<file path="src/design/vertex_rotate_project_defines.svh">
// Assertion macros shared by the vertex rotate and project block.
// Depends on nothing; the including module supplies clk and rst_n.
`ifndef VERTEX_ROTATE_PROJECT_DEFINES_SVH
`define VERTEX_ROTATE_PROJECT_DEFINES_SVH

// Same-cycle implication, checked at every rising edge outside reset.
`define VRP_ASSERT_NOW(label, cond, cons, msg) \
    label: assert property (@(posedge clk) disable iff (!rst_n) (cond) |-> (cons)) \
        else $error(msg);

// Next-cycle implication, checked at every rising edge outside reset.
`define VRP_ASSERT_NEXT(label, cond, cons, msg) \
    label: assert property (@(posedge clk) disable iff (!rst_n) (cond) |=> (cons)) \
        else $error(msg);

`endif

</file>
<file path="src/design/vrp_pkg.sv">
// Package for the vertex rotate and project block: widths, constants, types.
// Used by vrp_sine, vrp_div_cell and vertex_rotate_project; depends on nothing.
package vrp_pkg;

    // Field widths.
    localparam int VTX_W   = 15;
    localparam int ANGLE_W = 12;
    localparam int SCR_W   = 12;
    localparam int CTR_W   = 10;
    localparam int IDX_W   = 2;

    // Configuration register indexes.
    localparam logic [IDX_W-1:0] CFG_CENTER_X = 2'd0;
    localparam logic [IDX_W-1:0] CFG_CENTER_Y = 2'd1;
    localparam logic [CTR_W-1:0] CENTER_RESET = 10'd90;

    // Sine unit.
    localparam int QTR_W    = ANGLE_W - 2;
    localparam int T_SHIFT  = 5;
    localparam int T_W      = QTR_W + 1 + T_SHIFT;
    localparam int TRIG_W   = 16;
    localparam int P_W      = 31;
    localparam int PROD_W   = P_W + T_W;
    localparam int Q_FRAC   = 15;
    localparam int POLY_N   = 4;
    localparam int SINE_LAT = POLY_N + 3;
    localparam logic [ANGLE_W-1:0] QUARTER_TURN = ANGLE_W'(1 << QTR_W);
    localparam logic [P_W-1:0] SIN_COEF [POLY_N+1] = '{
        31'd172272, 31'd5026995, 31'd85569306, 31'd693598668, 31'd1686629713
    };
    localparam logic [TRIG_W-1:0] TRIG_MAX = 16'd32767;

    // Rotation and projection.
    localparam int COORD_W = 32;
    localparam int ROT_W   = COORD_W + TRIG_W;
    localparam int NUM_W   = 38;
    localparam int DEN_W   = 34;
    localparam int NMAG_W  = NUM_W - 1;
    localparam int DMAG_W  = DEN_W - 1;
    localparam int Q_W     = 13;
    localparam int DSH_W   = DMAG_W + Q_W - 1;
    localparam int EYE_DISTANCE     = 30000;
    localparam int PROJECTION_SCALE = 50;
    localparam logic signed [NUM_W-1:0] SCALE_S = NUM_W'(PROJECTION_SCALE);
    localparam logic signed [DEN_W-1:0] EYE_Q15 = DEN_W'(longint'(EYE_DISTANCE) << Q_FRAC);
    localparam logic [Q_W-1:0] Q_LIMIT = Q_W'(1 << (Q_W - 1));

    // Sine stages, six rotation stages, numerator, magnitude, cells, output.
    localparam int PIPE_DEPTH = SINE_LAT + 6 + 2 + Q_W + 1;

    // One lane of the divider chain.
    typedef struct packed {
        logic [NMAG_W-1:0] rem;
        logic [DSH_W-1:0]  dsh;
        logic [Q_W-1:0]    quo;
        logic              neg;
        logic              sat;
        logic              zero;
    } div_lane_t;

endpackage

</file>
<file path="src/design/vrp_div_cell.sv">
// One restoring-division cell: settles one quotient bit per cycle while en is high.
// Depends on vrp_pkg.
module vrp_div_cell (
    input  logic               clk,
    input  logic               en,
    input  vrp_pkg::div_lane_t lane_in,
    output vrp_pkg::div_lane_t lane_out
);
    import vrp_pkg::*;

    logic      fits;
    div_lane_t lane_next;
    div_lane_t lane_reg;

    assign fits = DSH_W'(lane_in.rem) >= lane_in.dsh;

    always_comb
    begin
        lane_next     = lane_in;
        lane_next.dsh = lane_in.dsh >> 1;
        lane_next.quo = {lane_in.quo[Q_W-2:0], fits};
        if (fits)
        begin
            lane_next.rem = NMAG_W'(DSH_W'(lane_in.rem) - lane_in.dsh);
        end
    end

    always_ff @(posedge clk)
    begin
        if (en)
        begin
            lane_reg <= lane_next;
        end
    end

    assign lane_out = lane_reg;

endmodule
</file>
<file path="config.mk">
export PLATFORM = sky130hd
export DESIGN_NAME = vrp_div_cell
export DESIGN_NICKNAME = d
export VERILOG_FILES = /design/src/design/vertex_rotate_project_defines.svh /design/src/design/vrp_pkg.sv /design/src/design/vrp_div_cell.sv
export SDC_FILE = /design/constraint.sdc
export NUM_CORES = 1
export LEC_CHECK = 0
export BUFFER_PORTS_ARGS = -buffer_cell sky130_fd_sc_hd__buf_2
export CORE_UTILIZATION = 52
export DETAILED_ROUTE_END_ITERATION = 7
export PLACE_DENSITY = 0.81
export SYNTH_ARGS = -nofsm -noshare
export SYNTH_HDL_FRONTEND = slang
export SYNTH_SLANG_ARGS = --single-unit
</file>
<file path="constraint.sdc">
create_clock -name clk -period 3.3 [get_ports clk]
set_input_delay 0 -clock clk [delete_from_list [all_inputs] [get_ports clk]]
set_output_delay 0 -clock clk [all_outputs]
set_load 0.05 [all_outputs]
</file>
==> key figures <==
Synth
  • Main synth FF type: edfxtp_1
  • Post-synth top area share: 48.7%
  • Count of flip-flops with a built-in enable after synthesis: 97
  • Seq cells post-synth: 97
  • Yosys warnings: 0
  • Mapped Area: 0.00598 mm²
  • Ys async rst share: 0%
  • Synth top area cells: edfxtp_1, ha_1, mux2_4
  • Mapped Cells: 528
  • Sequential-to-total area share from yosys stat: 48.7%
  • Synth cell types: 65
  • Syn_area_per_cell: 11.3 µm²
  • Syn_nets: 666
  • Biggest area consumer among synthesized cells: edfxtp_1

Job
  • # Max-Cap Violations: 0

STA
  • Period utilisation layout: 94.4%
  • Unrepaired setup endpoints after global routing: false
  • Final hold violations: 0
  • Fmax achieved: 321 MHz
  • Final TNS setup: 0 ns
  • Fin crit period: 3.12 ns
  • Worst setup margin: 0.184 ns
  • Worst-Margin Slew: 0.789 ns
  • Slew HR: 47.4%
  • Fin. max-slew vios: 0
  • Final setup fails: 0

CTS
  • Resize count post-CTS: 0
  • Root Buffer: clkbuf_16
  • H-Tree Depth: 3
  • Postcts setup bufs: 0
  • Num CTS Buffers: 9
  • CTS tree: done
  • CTS Buffer Depth: 2
  • Clock-pin slew on the worst setup and hold paths: 0.06 ns
  • Total clock sinks: 97

Placed design
  • Final GP Congestion: 0.920
  • Placed cells: 844
  • Count of input and output buffers: 195
  • Worst slack, placed: 0.477 ns
  • Post-DP HPWL: 10800 µm

Setup path
  • Startpoint Class: input port
  • Required @ worst endpoint: 3.40 ns
  • CP Class: in -> reg
  • Worst Setup SP: lane_in[61]
  • Crit path DAT: 3.22 ns
  • Nature of the critical path endpoint: register
  • CP max FO: 3

Routing
  • # DRC: 0
  • Final wirelength: 16000 µm
  • Total iterations of the first detailed-routing run: 5
  • Routed len/inst: 16.9 µm
  • M1 WL: 6430 µm
  • Iteration-0 DRC count of the detailed router: 270
  • Via-to-Cell Ratio: 5.43
  • Antenna viol nets, final: 0
  • Highest routed layer: met4
  • Met3 WL: 822 µm
  • Metal2 WL: 8360 µm
  • Vias: 5157

Min path
  • Hold wc startpoint: lane_in[95]
  • Hold Path Class: in -> reg

Floorplanning
  • Die Ht: 109 µm
  • Initial Util: 54.2%
  • Die W: 109 µm
  • Die ar.: 0.0119 mm²
  • FP Rows: 38
  • CORE AREA: 0.0110 mm²
  • # IOs: 198

Finish
  • Share of cells above drive strength 1: 31.9%
  • Fin cells: 950
  • # fillers: 731
  • P&R area growth vs syn: 38.4%
  • Final #Nets: 943
  • Max reg flops: 97
  • Final core occ: 75.0%
  • Final antenna diode count: 0

Global routing
  • Vias in the first global route: 5148
  • Initial antenna violation count: 0
  • Overflow after GRT: 0
  • First-pass GRT wire length: 24600 µm
  • Overall Global Routing Usage: 27.3%
  • Pin count of the biggest net entering global routing: 60

Power
  • Leak: 0.00369 µW
  • Power Dens Cells: 462 mW/mm²
  • Max VDD drop: 0.000416 V

Outcome
  • Status: completed
==> through the flow <==
stage | hold WS (ns) | power [µW] | area [µm²]
3_3_place_gp | 0.177 | 2530 | 7030
4_1_cts | 0.00195 | 3830 | 8270
3_5_place_dp | 0.179 | 2550 | 7030
5_1_grt | 0.0387 | 3960 | 8280
6_report | 0.0127 | 3830 | 8280
2_1_floorplan | 0.0989 | 2280 | 5980
==> cell families (layout without fill, tap and decap cells) <==
group | Yosys count | in the layout | share of synthesized area, %
AO/OA/AOI/OAI | 129 | 129 | 14.5
AND/OR/NAND/NOR | 125 | 125 | 10.8
flip-flops | 97 | 97 | 48.7
buffers and inverters | 75 | 357 | 5.59
adder cells (fa/ha/maj) | 38 | 38 | 8.08
multiplexers | 34 | 34 | 8.08
XOR/XNOR | 29 | 29 | 4.25
other | 1 | 1 | 0.0627
==> worst paths after layout <==
check | endpoint | slack (ns) | cells past startpoint
setup / recovery | lane_out[95]$_DFFE_PP_ | 0.18 | 13
hold / removal | lane_out[95]$_DFFE_PP_ | 0.01 | 3
==> synthesized netlist by cell type (6+ instances only) <==
| master | count |
|---|---|
| edfxtp_1 | 97 |
| inv_1 | 53 |
| a21oi_1 | 41 |
| ha_1 | 37 |
| nand2_1 | 33 |
| mux2_4 | 28 |
| nor2_1 | 27 |
| o21ai_0 | 21 |
| xnor2_1 | 17 |
| a21o_1 | 14 |
| nand4_1 | 13 |
| nand3_1 | 12 |
| xor2_1 | 12 |
| buf_2 | 8 |
| nor3_1 | 8 |
| o21bai_1 | 8 |
| clkbuf_1 | 6 |
==> worst max-delay path, cell delays in order <==
cell and delay, ns:
dlygate4sd3_1 0.53, buf_2 0.12, inv_1 0.06, ha_1 0.19, fa_1 0.23, nor2b_1 0.07, o211a_1 0.22, o31ai_1 0.46
a21oi_1 0.18, o21ai_0 0.53, a21oi_1 0.21, o31a_1 0.29, o2bb2ai_1 0.12
==> power by group <==
part           internal [µW]  leakage (µW)  switching (µW)
Combinational            388       0.00257             749
Clock                    744      0.000165             456
Sequential              1460      0.000949            24.5
Total                   2600       0.00369            1230
==> timing repair <==
item / CTS / global route
endpoints found under the setup margin: 0 / 0
hold buffers: 89 / 1
hold endpoints to repair: 89 / 1
==> metal layers <==
metal  vias up  track usage [%]
met5         -                0
met4         0             12.1
met3        29             4.42
met2       182             48.9
met1      2438             31.9
li1       2508                -
==> cells in the final DEF (no fill, tap or decap), drive strengths merged, types with 3 or more instances in the layout <==
cell and count:
nand4 14, dlygate4sd3 90, o21ai 23, nor2 27
edfxtp 97, bufinv 3, o211ai 3, ha 37
nor2b 4, o31ai 5, a21o 14, a31o 3
inv 55, a31oi 5, buf 198, clkbuf 10
mux2 30, xnor2 17, o21a 3, nand2 33
or2 6, xor2 12, a21oi 42, o21bai 8
nand3 13, nor4 5, and2 4, mux2i 4
and3 3, nor3 10
==> layout make-up <==
class	count	area, µm²	area share [%]
timing repair buffer	288	1910	23.1
inverter	53	199	2.40
clock buffer	10	229	2.77
multi-input combinational	356	2730	33.0
sequential	97	2910	35.2
clock inverter	6	111	1.35
tap	140	175	2.12
Note: power is estimated with default switching activity, not from simulation.
