### src/design/vertex_rotate_project_defines.svh
// Assertion macros shared by the vertex rotate and project block.
// Depends on nothing; the including module supplies clk and rst_n.
`ifndef VERTEX_ROTATE_PROJECT_DEFINES_SVH
`define VERTEX_ROTATE_PROJECT_DEFINES_SVH

// Same-cycle implication, checked at every rising edge outside reset.
`define VRP_ASSERT_NOW(label, cond, cons, msg) \
    label: assert property (@(posedge clk) disable iff (!rst_n) (cond) |-> (cons)) \
        else $error(msg);

// Next-cycle implication, checked at every rising edge outside reset.
`define VRP_ASSERT_NEXT(label, cond, cons, msg) \
    label: assert property (@(posedge clk) disable iff (!rst_n) (cond) |=> (cons)) \
        else $error(msg);

`endif

### src/design/vrp_pkg.sv
// Package for the vertex rotate and project block: widths, constants, types.
// Used by vrp_sine, vrp_div_cell and vertex_rotate_project; depends on nothing.
package vrp_pkg;

    // Field widths.
    localparam int VTX_W   = 15;
    localparam int ANGLE_W = 12;
    localparam int SCR_W   = 12;
    localparam int CTR_W   = 10;
    localparam int IDX_W   = 2;

    // Configuration register indexes.
    localparam logic [IDX_W-1:0] CFG_CENTER_X = 2'd0;
    localparam logic [IDX_W-1:0] CFG_CENTER_Y = 2'd1;
    localparam logic [CTR_W-1:0] CENTER_RESET = 10'd90;

    // Sine unit.
    localparam int QTR_W    = ANGLE_W - 2;
    localparam int T_SHIFT  = 5;
    localparam int T_W      = QTR_W + 1 + T_SHIFT;
    localparam int TRIG_W   = 16;
    localparam int P_W      = 31;
    localparam int PROD_W   = P_W + T_W;
    localparam int Q_FRAC   = 15;
    localparam int POLY_N   = 4;
    localparam int SINE_LAT = POLY_N + 3;
    localparam logic [ANGLE_W-1:0] QUARTER_TURN = ANGLE_W'(1 << QTR_W);
    localparam logic [P_W-1:0] SIN_COEF [POLY_N+1] = '{
        31'd172272, 31'd5026995, 31'd85569306, 31'd693598668, 31'd1686629713
    };
    localparam logic [TRIG_W-1:0] TRIG_MAX = 16'd32767;

    // Rotation and projection.
    localparam int COORD_W = 32;
    localparam int ROT_W   = COORD_W + TRIG_W;
    localparam int NUM_W   = 38;
    localparam int DEN_W   = 34;
    localparam int NMAG_W  = NUM_W - 1;
    localparam int DMAG_W  = DEN_W - 1;
    localparam int Q_W     = 13;
    localparam int DSH_W   = DMAG_W + Q_W - 1;
    localparam int EYE_DISTANCE     = 30000;
    localparam int PROJECTION_SCALE = 50;
    localparam logic signed [NUM_W-1:0] SCALE_S = NUM_W'(PROJECTION_SCALE);
    localparam logic signed [DEN_W-1:0] EYE_Q15 = DEN_W'(longint'(EYE_DISTANCE) << Q_FRAC);
    localparam logic [Q_W-1:0] Q_LIMIT = Q_W'(1 << (Q_W - 1));

    // Sine stages, six rotation stages, numerator, magnitude, cells, output.
    localparam int PIPE_DEPTH = SINE_LAT + 6 + 2 + Q_W + 1;

    // One lane of the divider chain.
    typedef struct packed {
        logic [NMAG_W-1:0] rem;
        logic [DSH_W-1:0]  dsh;
        logic [Q_W-1:0]    quo;
        logic              neg;
        logic              sat;
        logic              zero;
    } div_lane_t;

endpackage

### src/design/vrp_sine.sv
// Pipelined Q1.15 sine of a 12-bit angle, seven register stages.
// Depends on vrp_pkg.
module vrp_sine (
    input  logic                                clk,
    input  logic                                en,
    input  logic [vrp_pkg::ANGLE_W-1:0]         angle,
    output logic signed [vrp_pkg::TRIG_W-1:0]   value
);
    import vrp_pkg::*;

    logic [QTR_W:0]   r_ext;
    logic [T_W-1:0]   t_a_reg;
    logic             neg_a_reg;
    logic [2*T_W-1:0] sq;
    logic [T_W-1:0]   t2_reg  [POLY_N+1];
    logic [T_W-1:0]   t_reg   [POLY_N+1];
    logic             neg_reg [POLY_N+1];
    logic [P_W-1:0]   p_reg   [POLY_N+1];
    logic [PROD_W-1:0] prod_d;
    logic [PROD_W-1:0] s_full;
    logic [TRIG_W-1:0] mag;
    logic signed [TRIG_W-1:0] value_reg;

    // Fold the angle into the first quarter wave.
    always_comb
    begin
        r_ext = {1'b0, angle[QTR_W-1:0]};
        if (angle[QTR_W])
        begin
            r_ext = (QTR_W+1)'(1 << QTR_W) - r_ext;
        end
    end

    assign sq = (2*T_W)'(t_a_reg) * (2*T_W)'(t_a_reg);

    always_ff @(posedge clk)
    begin
        if (en)
        begin
            t_a_reg    <= {r_ext, T_SHIFT'(0)};
            neg_a_reg  <= angle[ANGLE_W-1];
            t2_reg[0]  <= T_W'((sq + (2*T_W)'(1 << (Q_FRAC - 1))) >> Q_FRAC);
            t_reg[0]   <= t_a_reg;
            neg_reg[0] <= neg_a_reg;
            p_reg[0]   <= SIN_COEF[0];
        end
    end

    // Horner steps of the odd polynomial, one multiply per stage.
    for (genvar k = 1; k <= POLY_N; k++)
    begin : g_poly
        logic [PROD_W-1:0] prod;
        assign prod = PROD_W'(p_reg[k-1]) * PROD_W'(t2_reg[k-1]);
        always_ff @(posedge clk)
        begin
            if (en)
            begin
                p_reg[k]   <= P_W'(PROD_W'(SIN_COEF[k]) - (prod >> Q_FRAC));
                t2_reg[k]  <= t2_reg[k-1];
                t_reg[k]   <= t_reg[k-1];
                neg_reg[k] <= neg_reg[k-1];
            end
        end
    end

    assign prod_d = PROD_W'(p_reg[POLY_N]) * PROD_W'(t_reg[POLY_N]);
    assign s_full = (prod_d + PROD_W'(1 << (2*Q_FRAC - 1))) >> (2*Q_FRAC);
    assign mag    = (s_full > PROD_W'(TRIG_MAX)) ? TRIG_MAX : s_full[TRIG_W-1:0];

    always_ff @(posedge clk)
    begin
        if (en)
        begin
            value_reg <= neg_reg[POLY_N] ? -$signed(mag) : $signed(mag);
        end
    end

    assign value = value_reg;

endmodule

### config.mk
export PLATFORM = sky130hd
export DESIGN_NAME = vrp_sine
export DESIGN_NICKNAME = d
export VERILOG_FILES = /design/src/design/vertex_rotate_project_defines.svh /design/src/design/vrp_pkg.sv /design/src/design/vrp_sine.sv
export SDC_FILE = /design/constraint.sdc
export NUM_CORES = 2
export LEC_CHECK = 0
export ABC_AREA = 1
export BUFFER_PORTS_ARGS = -buffer_cell sky130_fd_sc_hd__clkbuf_2
export CAP_MARGIN = 10
export CORE_ASPECT_RATIO = 0.6
export CORE_MARGIN = 2
export CORE_UTILIZATION = 66
export CTS_CLUSTER_SIZE = 8
export DETAILED_ROUTE_END_ITERATION = 10
export GPL_TIMING_DRIVEN = 0
export PLACE_DENSITY_LB_ADDON = 0.12
export RECOVER_POWER = 100
export SETUP_SLACK_MARGIN = 0.2
export SYNTH_ARGS = -nofsm -noshare
export SYNTH_HDL_FRONTEND = slang
export SYNTH_SLANG_ARGS = --single-unit
export TNS_END_PERCENT = 1
### constraint.sdc
create_clock -name clk -period 16.86 [get_ports clk]
set_clock_uncertainty 0.2 [all_clocks]
set_input_delay 3.372 -clock clk [delete_from_list [all_inputs] [get_ports clk]]
set_output_delay 3.372 -clock clk [all_outputs]
set_load 0.1 [all_outputs]
==> impl_metrics.toml <==
[die]
initial_core_util = 0.666
num_io_pins = 30
fp.dieH_um = 273
core-area_mm2 = 0.119
rows = 98
dieWidth_um = 452
die_area_mm2 = 0.123

[logic_synthesis]
yosys_warnings = 0
synth_common_cells = "nand2_1 (3312), inv_1 (2730), fa_1 (1472)"
synth_edf_count = 268
synth_cell_types = 51
synth_top_flop_cell = "edfxtp_1"
ys_seq_elements = 268
yosysMostFrequentCell = "nand2_1"
syn_nets = 12724
ys_top_cells_by_area = "fa_1 (37%), nand2_1 (16%), inv_1 (13%), ha_1 (11%), edfxtp_1 (10%)"
syn_area_mm2 = 0.0794
synth_top_cell_by_area = "fa_1"
ys_seq_area_frac = 0.101
avgSynthCellArea_um2 = 7.54
synth_top_area_frac = 0.371
syn_inst = 10538
synthArstFlopShare = 0

[worst_setup_path]
worstPathRequired_ns = 16.89
worstSetupStartpointType = "input port"
cp_slowest_cell = "clkbuf_1"
end_kind = "flip-flop"
cpPeakStageDelay_ns = 4.38
reg2reg_from = "t_reg[4][11]$_DFFE_PP_"
crit_start = "en"
critPathArrivalTime_ns = 10.41
rr_endpoint = "value[14]$_DFFE_PP_"
r2r_slack_ns = 7.73
crit_fanout = 124
crit_top_cell = "clkbuf_1"
worst-setup-path-type = "input port to flip-flop"
ff2ff_path_depth = 32
critical_path.cell_chain = "clkbuf_1 -> clkbuf_1 -> buf_16"

[clocking]
clock_sinks = 268
cts_hold_buffers = 0
root_buffer = "clkbuf_16"
cts_setup_buffers = 0
ctsResizeCount = 0
cts_tree = "built"
cts_inserted_buffers = 40
clk-insertion-delay-late_ns = 0.64
clk_pin_slew_ns = 0.05
cts_max_level = 2
max-clock-path-buffers = 3

[min_path]
hold_end = "t_reg[4][10]$_DFFE_PP_"
min_path_cells = 0
hold_class = "flip-flop to flip-flop"
worstHoldStart = "t_reg[3][10]$_DFFE_PP_"

[timing]
hold_violations = 0
finalMaxSlewViolations = 148
period_share = 0.615
post-route-min-period_ns = 10.38
setup_tns_ns = 0
worst_slack_ns = 6.48
fmax_mhz = 96.4
rsz0062_at_grt = "no"
relSlewSlack = -3.18
setup_viol = 0
worst_pin_slew_ns = 6.27

[final_layout]
fin_cells = 12221
area_growth_pct = 3.90
fin_nets = 12797
largest_reg_flops = 116
fin_util = 0.692
drive_above_1_share = 0.0179

[placement]
placedCellCount = 12169
portBuffers = 29
dp_hpwl_mm = 221
place_ws_ns = 8.55
place_congestion = 1.09

[global_routing]
grt_usage = 0.425
grt_pass1_vias = 67553
grt_overflow = 0
grt_max_degree = 125
antenna_found_initial = 6
grt_pass1_wl_mm = 395

[route]
ant_nets = 0
drt_iter0_markers = 8988
vias = 69307
wl_per_cell_um = 21.1
wirelength_mm = 257
vias_per_cell = 5.67
drc = 0
dr.pass1.iters = 7

[run_status]
violations = "capacitance limit, slew limit"
outcome = "complete, but fails checks"

[flow_run]
drv_cap = 2
[stage by stage]
step | hold WS, ns | instance area, µm²
6_report | 0.212 | 82500
5_1_grt | 0.215 | 82500
4_1_cts | 0.212 | 82700
3_5_place_dp | 0.205 | 81600
3_3_place_gp | 0.200 | 81600
2_1_floorplan | 0.200 | 79400
[cells by family after synthesis]
group           count (synthesis)  share of synthesized area
compound gates                406                     0.0285
xor+xnor                      134                     0.0153
flops                         268                      0.101
fa+ha+maj                    2172                      0.481
buf+inv                      3132                      0.148
simple gates                 4426                      0.225
[worst max-delay path by stage]
stage                                   end  slack (ns)  cells past startpoint
floorplan            p_reg[3][22]$_DFFE_PP_       10.20                     37
global placement    t2_reg[0][11]$_DFFE_PP_        7.76                      1
detailed placement   p_reg[3][27]$_DFFE_PP_        8.55                     26
CTS                  p_reg[3][22]$_DFFE_PP_        8.53                     37
global route          t_reg[4][8]$_DFFE_PP_        6.02                      3
finish              t2_reg[0][13]$_DFFE_PP_        6.48                      3
[layout by cell type (no fill, tap or decap), drive strengths merged, types with 2 or more instances in the layout]
cell type | Yosys | layout
o21ai | 104 | 104
nor3b | 2 | 2
edfxtp | 268 | 268
diode | 0 | 4
nand2 | 3382 | 3382
a31oi | 11 | 11
o21a | 8 | 8
a21oi | 220 | 220
nor3 | 47 | 47
buf | 17 | 16
a21o | 19 | 19
nand3 | 321 | 321
a21boi | 6 | 6
xnor2 | 32 | 32
xor2 | 102 | 102
clkinv | 1 | 5
clkbuf | 354 | 428
or2 | 11 | 11
nor2 | 530 | 530
o21bai | 33 | 33
ha | 700 | 700
inv | 2760 | 2761
fa | 1472 | 1472
nor4 | 11 | 11
nand4 | 82 | 82
and3 | 2 | 2
nand3b | 37 | 37
[area by class of cell]
type | instances | area (µm²)
antenna | 4 | 10.0
tap | 1600 | 2000
timing repair buffer | 31 | 154
clock inverter | 6 | 75.1
buffer | 371 | 1400
inverter | 2761 | 10400
sequential | 268 | 8050
fill | 10126 | 36700
multi-input combinational | 7138 | 59500
clock buffer | 42 | 1010
[metal layers]
metal / vias to the layer above / part of all wire / global-route usage
li1: 30760 / - / -
met3: 448 / 0.20 / 0.239
met5: - / 0.00081 / 0.00915
met4: 12 / 0.021 / 0.0782
met2: 4689 / 0.35 / 0.517
met1: 33398 / 0.42 / 0.649
[critical path, delay by kind of cell]
kind                   cells  cell delay (ns)
buffers and inverters      3             6.65
Power is not shown: default switching activity piles up to over one toggle a cycle in this logic, so the estimate is an artifact.
